**config.mk**
```make
export PLATFORM = sky130hd
export DESIGN_NAME = qrs_fifo
export DESIGN_NICKNAME = d
export VERILOG_FILES = /design/src/sv/qrs_pkg.sv /design/src/sv/qrs_fifo.sv
export SDC_FILE = /design/constraint.sdc
export NUM_CORES = 1
export LEC_CHECK = 0
export ABC_AREA = 1
export BUFFER_PORTS_ARGS = -buffer_cell sky130_fd_sc_hd__buf_4
export CORE_MARGIN = 5
export CORE_UTILIZATION = 57
export CTS_CLUSTER_DIAMETER = 40
export DETAILED_ROUTE_END_ITERATION = 10
export MAX_ROUTING_LAYER = met4
export PLACE_DENSITY_LB_ADDON = 0.2
export SLEW_MARGIN = 20
export SYNTH_ARGS = -nofsm -noshare
export SYNTH_HDL_FRONTEND = slang
export SYNTH_SLANG_ARGS = --single-unit
```
**constraint.sdc**
```tcl
create_clock -name clock -period 8.7 [get_ports clock]
set_input_delay 0.87 -clock clock [delete_from_list [all_inputs] [get_ports clock]]
set_output_delay 0.87 -clock clock [all_outputs]
set_load 0.01 [all_outputs]
```
**src/sv/qrs_pkg.sv**
```systemverilog
`timescale 1ns / 1ps

package qrs_pkg;

   localparam int WORD_BITS  = 32;
   localparam int FRAC_BITS  = 16;

   localparam int PROD_BITS  = 2 * WORD_BITS;
   // b^2 +/- 4ac needs two bits over the product
   localparam int DISC_BITS  = 2 * WORD_BITS + 2;
   localparam int ROOT_BITS  = DISC_BITS / 2;
   localparam int REM_BITS   = ROOT_BITS + 2;
   // -b +/- sqrt, signed
   localparam int NUM_BITS   = WORD_BITS + 3;
   localparam int MAG_BITS   = WORD_BITS + 2;
   // |2a|
   localparam int DEN_BITS   = WORD_BITS + 1;
   localparam int QUO_BITS   = MAG_BITS + FRAC_BITS;
   localparam int DREM_BITS  = DEN_BITS + 1;

   localparam int FIFO_DEPTH = 4;
   localparam int PTR_BITS   = $clog2(FIFO_DEPTH);
   localparam int CNT_BITS   = $clog2(FIFO_DEPTH + 1);

   localparam int STATUS_BITS = 2;
   localparam logic [STATUS_BITS-1:0] ST_REAL     = 2'd0;
   localparam logic [STATUS_BITS-1:0] ST_NEG_DISC = 2'd1;
   localparam logic [STATUS_BITS-1:0] ST_A_ZERO   = 2'd2;

   // classified coefficient set handed from front to back
   typedef struct packed {
      logic [STATUS_BITS-1:0] status;
      logic [WORD_BITS-1:0]   coef_a;
      logic [WORD_BITS-1:0]   coef_b;
      logic [DISC_BITS-1:0]   disc;
   } qrs_entry_type;

endpackage

```
**src/sv/qrs_fifo.sv**
```systemverilog
`timescale 1ns / 1ps

module qrs_fifo (
   input  logic                   clock,
   input  logic                   reset,
   input  logic                   push_valid,
   output logic                   push_ready,
   input  qrs_pkg::qrs_entry_type push_entry,
   output logic                   pop_valid,
   input  logic                   pop_ready,
   output qrs_pkg::qrs_entry_type pop_entry
);
   import qrs_pkg::*;

   qrs_entry_type       mem_ff [FIFO_DEPTH];
   logic [PTR_BITS-1:0] wr_ptr_ff, rd_ptr_ff;
   logic [CNT_BITS-1:0] count_ff;
   logic                push, pop;

   always_comb begin
      push_ready = (count_ff < CNT_BITS'(FIFO_DEPTH));
      pop_valid  = (count_ff != '0);
      pop_entry  = mem_ff[rd_ptr_ff];
      push       = push_valid && push_ready;
      pop        = pop_valid && pop_ready;
   end

   always_ff @(posedge clock) begin
      if (reset) begin
         wr_ptr_ff <= '0;
         rd_ptr_ff <= '0;
         count_ff  <= '0;
      end else begin
         if (push) begin
            wr_ptr_ff <= (wr_ptr_ff == PTR_BITS'(FIFO_DEPTH - 1)) ? '0 : wr_ptr_ff + 1'b1;
         end
         if (pop) begin
            rd_ptr_ff <= (rd_ptr_ff == PTR_BITS'(FIFO_DEPTH - 1)) ? '0 : rd_ptr_ff + 1'b1;
         end
         if (push && !pop) begin
            count_ff <= count_ff + 1'b1;
         end else if (pop && !push) begin
            count_ff <= count_ff - 1'b1;
         end
      end
   end

   always_ff @(posedge clock) begin
      if (push) begin
         mem_ff[wr_ptr_ff] <= push_entry;
      end
   end

   a_count_bound: assert property (@(posedge clock) disable iff (reset)
      count_ff <= CNT_BITS'(FIFO_DEPTH))
      else $error("fifo count beyond depth");

   a_push_count: assert property (@(posedge clock) disable iff (reset)
      push && !pop |=> count_ff == $past(count_ff) + 1'b1)
      else $error("fifo push lost");

   a_pop_count: assert property (@(posedge clock) disable iff (reset)
      pop && !push |=> count_ff == $past(count_ff) - 1'b1)
      else $error("fifo pop lost");

endmodule

```
### Word-level counts from Yosys, hierarchy flattened

Memory sizes are Yosys's and may differ from the RTL's. A register that Yosys moved wholly into a read port is not among the register bits.
Cells that the tools add are included.

* register bits: 7
* memory bits (writable): 528
* output and inout bits: 134
* word-level logic and storage cells: 27
* memories kept: 1

Memory list
* mem_ff: depth 4, bits a word 132, read ports 1, clocked after Yosys merged registers in 1, wr ports 1, RTL line qrs_fifo.sv:15 `qrs_entry_type mem_ff [FIFO_DEPTH];`

* add/sub/neg operators: 4
* magnitude comparators: 1
* equal/unequal tests: 2
* mux-type cells: 8
* reduce and logical (&&, ||, !) cells: 8

Operator list (number)
* $mux 2: 4
* $mux 3: 2
* $add 2x1->2 const B: 2
* $eq 2x2->1 const B: 2
* $logic_and 1x1->1: 4
* $add 3x1->3 const B: 1
* $lt 3x3->1 const B: 1
* $reduce_bool 3->1: 1
* $sub 3x1->3 const B: 1
* $logic_not 1->1: 2
* $mux 1: 2
* $reduce_bool 2->1: 1

### Depth between registers and ports, before layout

* depth in word-level cells: 6
* mapped depth: 12
* mapped depth without buffers: 12

### Worst setup path after synthesis

Ideal clock, no wire load.

* path type: input-to-reg
* from: in push_valid
* to: mem mem_ff[0][0] (netlist bit) (enable)
* setup time: 0.626 ns
* arrival: 6.512 ns
* setup slack: 1.563 ns
* stages: 2
* cell sequence: nand2_1 nor2_1

* longest elaborated chain between the ends: 3

Ends and longest elaborated chain
* from (decl): RTL line qrs_fifo.sv:6 `input logic push_valid,`
* $logic_and 1x1->1: RTL line qrs_fifo.sv:24 `push = push_valid && push_ready;`
* $mux 1: RTL line qrs_fifo.sv:49 `if (push) begin`
* $mux 1 (implied by the code): RTL line qrs_fifo.sv:50 `mem_ff[wr_ptr_ff] <= push_entry;`
* to (decl): RTL line qrs_fifo.sv:15

Every way passes these cells.

==> impl_results.html <==
<table>
<tr><th>Metric</th><th>Value</th></tr>
<tr><th colspan="2">STA</th></tr>
<tr><td>Total count of hold-check failures in the final report</td><td>0</td></tr>
<tr><td>Final period utilization</td><td>0.508</td></tr>
<tr><td>Unrepaired setup endpoints after global routing</td><td>false</td></tr>
<tr><td>Setup slack of the critical path after layout</td><td>around 4300 ps</td></tr>
<tr><td>Transition time at the pin with the least slew margin</td><td>~1200 ps</td></tr>
<tr><td>Number of endpoints failing setup at the final stage</td><td>0</td></tr>
<tr><td>Fin Clk Skew</td><td>17.7 ps</td></tr>
<tr><td>Final setup TNS</td><td>0 ps</td></tr>
<tr><td>Max frequency</td><td>between 200 and 250 MHz</td></tr>
<tr><td>Relative max-transition margin</td><td>0.171</td></tr>
<tr><td>Final critical delay including setup and external delays</td><td>between 4000 and 5000 ps</td></tr>
<tr><td>Final Slew Violations</td><td>0</td></tr>
<tr><td>Post-route worst hold slack</td><td>492 ps</td></tr>
<tr><th colspan="2">Drt</th></tr>
<tr><td>First-pass iteration count of the detailed router</td><td>5</td></tr>
<tr><td>Post-route ant nets</td><td>0</td></tr>
<tr><td>Routed vias/inst</td><td>5.68</td></tr>
<tr><td>Average routed wire per standard cell</td><td>about 21 um</td></tr>
<tr><td>DRT met1 WL</td><td>approximately 17,000 um</td></tr>
<tr><td>Routed Wire Length</td><td>roughly 43,000 um</td></tr>
<tr><td>Number of DRC markers after the initial detailed-route iteration</td><td>719</td></tr>
<tr><td>Post-route DRC violation count</td><td>0</td></tr>
<tr><td>Uppermost layer routed</td><td>met4</td></tr>
<tr><td>Total via count after detailed routing</td><td>approximately 12,000</td></tr>
<tr><td>Met2 layer wire length in the routed design</td><td>21,400 um</td></tr>
<tr><td>Met3 Wirelength</td><td>roughly 3600 um</td></tr>
<tr><th colspan="2">Clocking</th></tr>
<tr><td>Hold buffer count at CTS</td><td>0</td></tr>
<tr><td>Clock slew seen by the registers of the worst setup and hold paths</td><td>60 ps</td></tr>
<tr><td>Number of clock sinks</td><td>537</td></tr>
<tr><td>Clock root buffer</td><td>clkbuf_16</td></tr>
<tr><td>Clock tree from TritonCTS</td><td>built</td></tr>
<tr><td>Clock latency of the later-clocked register in the worst-skew pair</td><td>570 ps</td></tr>
<tr><td>Clock buffer depth</td><td>3</td></tr>
<tr><td>Gates resized, CTS repair</td><td>0</td></tr>
<tr><td>Post-CTS Repair Setup Buffers</td><td>0</td></tr>
<tr><td>H-tree depth</td><td>2</td></tr>
<tr><td>Clock buffers created by TritonCTS</td><td>58</td></tr>
<tr><th colspan="2">Placement</th></tr>
<tr><td>Count of port buffers added during placement</td><td>269</td></tr>
<tr><td>Placed cells</td><td>between 1,500 and 2,000</td></tr>
<tr><td>GPL Wtd Cong</td><td>0.760</td></tr>
<tr><td>HPWL Detailed</td><td>23,700 um</td></tr>
<tr><td>Dpl ws</td><td>5090 ps</td></tr>
<tr><th colspan="2">Hold path</th></tr>
<tr><td>Type of the most critical hold path</td><td>input port to flip-flop</td></tr>
<tr><td>Number of cells on the worst hold path</td><td>1</td></tr>
<tr><th colspan="2">Logic synthesis</th></tr>
<tr><td>Library cells used by synthesis</td><td>19</td></tr>
<tr><td>Post-Synthesis Cell Area</td><td>19,900 um2</td></tr>
<tr><td>Mean instance size in the synthesized netlist</td><td>14.8 um2</td></tr>
<tr><td>Ranking of synthesized cells by instance count</td><td>edfxtp_1 (528), nor2_1 (277), o21ai_0 (140)</td></tr>
<tr><td>Fraction of synthesized cell area taken by the top area cell type</td><td>0.797</td></tr>
<tr><td>Main synth FF type</td><td>edfxtp_1</td></tr>
<tr><td>Top area cells in the synthesized netlist</td><td>edfxtp_1 (80%), nor2_1 (5.2%), o22ai_1 (4.2%)</td></tr>
<tr><td>Total nets after synthesis</td><td>1,483</td></tr>
<tr><td>Sequential-to-total area share from yosys stat</td><td>0.806</td></tr>
<tr><td>Synth Warn #</td><td>0</td></tr>
<tr><td>Leading cell type by number of instances after synthesis</td><td>edfxtp_1</td></tr>
<tr><td>Post-synthesis register bit count</td><td>approximately 540</td></tr>
<tr><td>FFs w/ async S/R, synth</td><td>0</td></tr>
<tr><td>Largest area contributor in the netlist</td><td>edfxtp_1</td></tr>
<tr><td>Synth Instances</td><td>1,340</td></tr>
<tr><td>Number of enable-type register cells in the synthesized netlist</td><td>around 530</td></tr>
<tr><th colspan="2">Power</th></tr>
<tr><td>Peak supply drop</td><td>0.000241 V</td></tr>
<tr><td>PwrDens</td><td>between 300 and 400 nW/um2</td></tr>
<tr><td>Leak</td><td>8.39 nW</td></tr>
<tr><th colspan="2">Global routing</th></tr>
<tr><td>Leftover overflow at the end of global routing</td><td>0</td></tr>
<tr><td>Pin count of the biggest net entering global routing</td><td>227</td></tr>
<tr><td>Total Routing Usage GR</td><td>0.224</td></tr>
<tr><td>First-pass GRT wire length</td><td>66,100 um</td></tr>
<tr><td>Vias in the first global route</td><td>12,141</td></tr>
<tr><td>Number of antenna violations at the first check in global routing</td><td>2</td></tr>
<tr><th colspan="2">Floorplanning</th></tr>
<tr><td>Vertical die dimension</td><td>slightly below 200 um</td></tr>
<tr><td>I/O pin count</td><td>270</td></tr>
<tr><td>Core region area</td><td>34,500 um2</td></tr>
<tr><td>Row Count</td><td>between 60 and 70</td></tr>
<tr><td>Initial standard-cell utilization of the core</td><td>0.576</td></tr>
<tr><td>Floorplan die width</td><td>197 um</td></tr>
<tr><td>Die area</td><td>38,700 um2</td></tr>
<tr><th colspan="2">Status</th></tr>
<tr><td>Status</td><td>finished clean</td></tr>
<tr><th colspan="2">Worst setup path</th></tr>
<tr><td>Critical path class</td><td>flip-flop to primary output</td></tr>
<tr><td>Critical path capture point type</td><td>primary output</td></tr>
<tr><td>Data required time at the worst endpoint</td><td>7830 ps</td></tr>
<tr><td>R2R depth</td><td>4</td></tr>
<tr><td>Arr. time, crit path</td><td>3550 ps</td></tr>
<tr><td>CP Launch Type</td><td>flip-flop</td></tr>
<tr><td>Critical Path Fanout Max</td><td>177</td></tr>
<tr><th colspan="2">Layout</th></tr>
<tr><td>Final nets</td><td>1,738</td></tr>
<tr><td>Post-route non-filler standard cell count</td><td>2,100</td></tr>
<tr><td>Area growth from synthesis to layout</td><td>21.0%</td></tr>
<tr><td>Share of final-layout standard cells stronger than drive strength 1</td><td>0.229</td></tr>
<tr><th colspan="2">Flow run</th></tr>
<tr><td>Max_cap viols</td><td>0</td></tr>
</table>
area by class of cell:
type	instances	area (um2)
fillers	2328	10500
well taps	455	569
multi-input cells	701	3410
repair buffers	281	2120
inverters	16	72.6
diodes	2	5.00
clock inverters	42	347
clock buffers	66	1500
flip-flops and latches	537	16000
worst max-delay path: stages, from the launching register on:
cell and delay (ps):
dfxtp_4 470, inv_8 680, buf_4 910, o21ai_1 170, o22ai_1 260, buf_4 180
power by group:
group          switching (W)  internal [W]  total (W)
combinational        0.00127      0.000794    0.00206
clock               0.000962       0.00136    0.00233
sequential          0.000107       0.00315    0.00325
cell usage in the layout (no fill, tap or decap), drive strengths merged, types with 7 or more instances in the layout:
| master | Yosys | final |
|---|---|---|
| edfxtp | 528 | 528 |
| buf | 48 | 281 |
| nor2 | 277 | 277 |
| o21ai | 268 | 268 |
| o22ai | 132 | 132 |
| clkbuf | 38 | 66 |
| clkinv | 0 | 26 |
| inv | 16 | 21 |
| nand2 | 10 | 10 |
| dfxtp | 9 | 9 |
| clkinvlp | 0 | 7 |
final timing paths:
kind                             from                  endpoint  slack, ps
min reg2reg  count_ff[0]$_SDFFE_PP0P_  count_ff[0]$_SDFFE_PP0P_        510
min                    push_entry[10]   mem_ff[1][10]$_DFFE_PP_        490
max                         flip-flop             pop_entry[67]       4280
max reg2reg  count_ff[2]$_SDFFE_PP0P_   mem_ff[1][78]$_DFFE_PP_       6020
logic make-up after synthesis:
logic type | share of synthesized area
AND/OR/NAND/NOR | 0.0551
AO/OA/AOI/OAI | 0.110
flip-flops | 0.806
adder cells (fa/ha/maj) | 0.00478
buffers and inverters | 0.0242
layer usage:
layer / vias to the layer above / track usage
met3: 65 / 0.0607
li1: 5598 / -
met4: 0 / 0.0588
met2: 385 / 0.367
met1: 5890 / 0.281
met5: - / -
flip-flops by register name (all words and copies together) (netlist names), named ones only:
register and count:
count_ff 3, mem_ff 528, rd_ptr_ff 2, wr_ptr_ff 2
stage by stage:
step            util  power, W  cell area (um2)
4_1_cts        0.697   0.00772            24100
2_1_floorplan      -   0.00445            19900
6_report       0.697   0.00764            24100
5_1_grt        0.697   0.00802            24100
3_3_place_gp   0.643   0.00534            22200
3_5_place_dp   0.643   0.00539            22200
(Power assumes the default switching activity.)
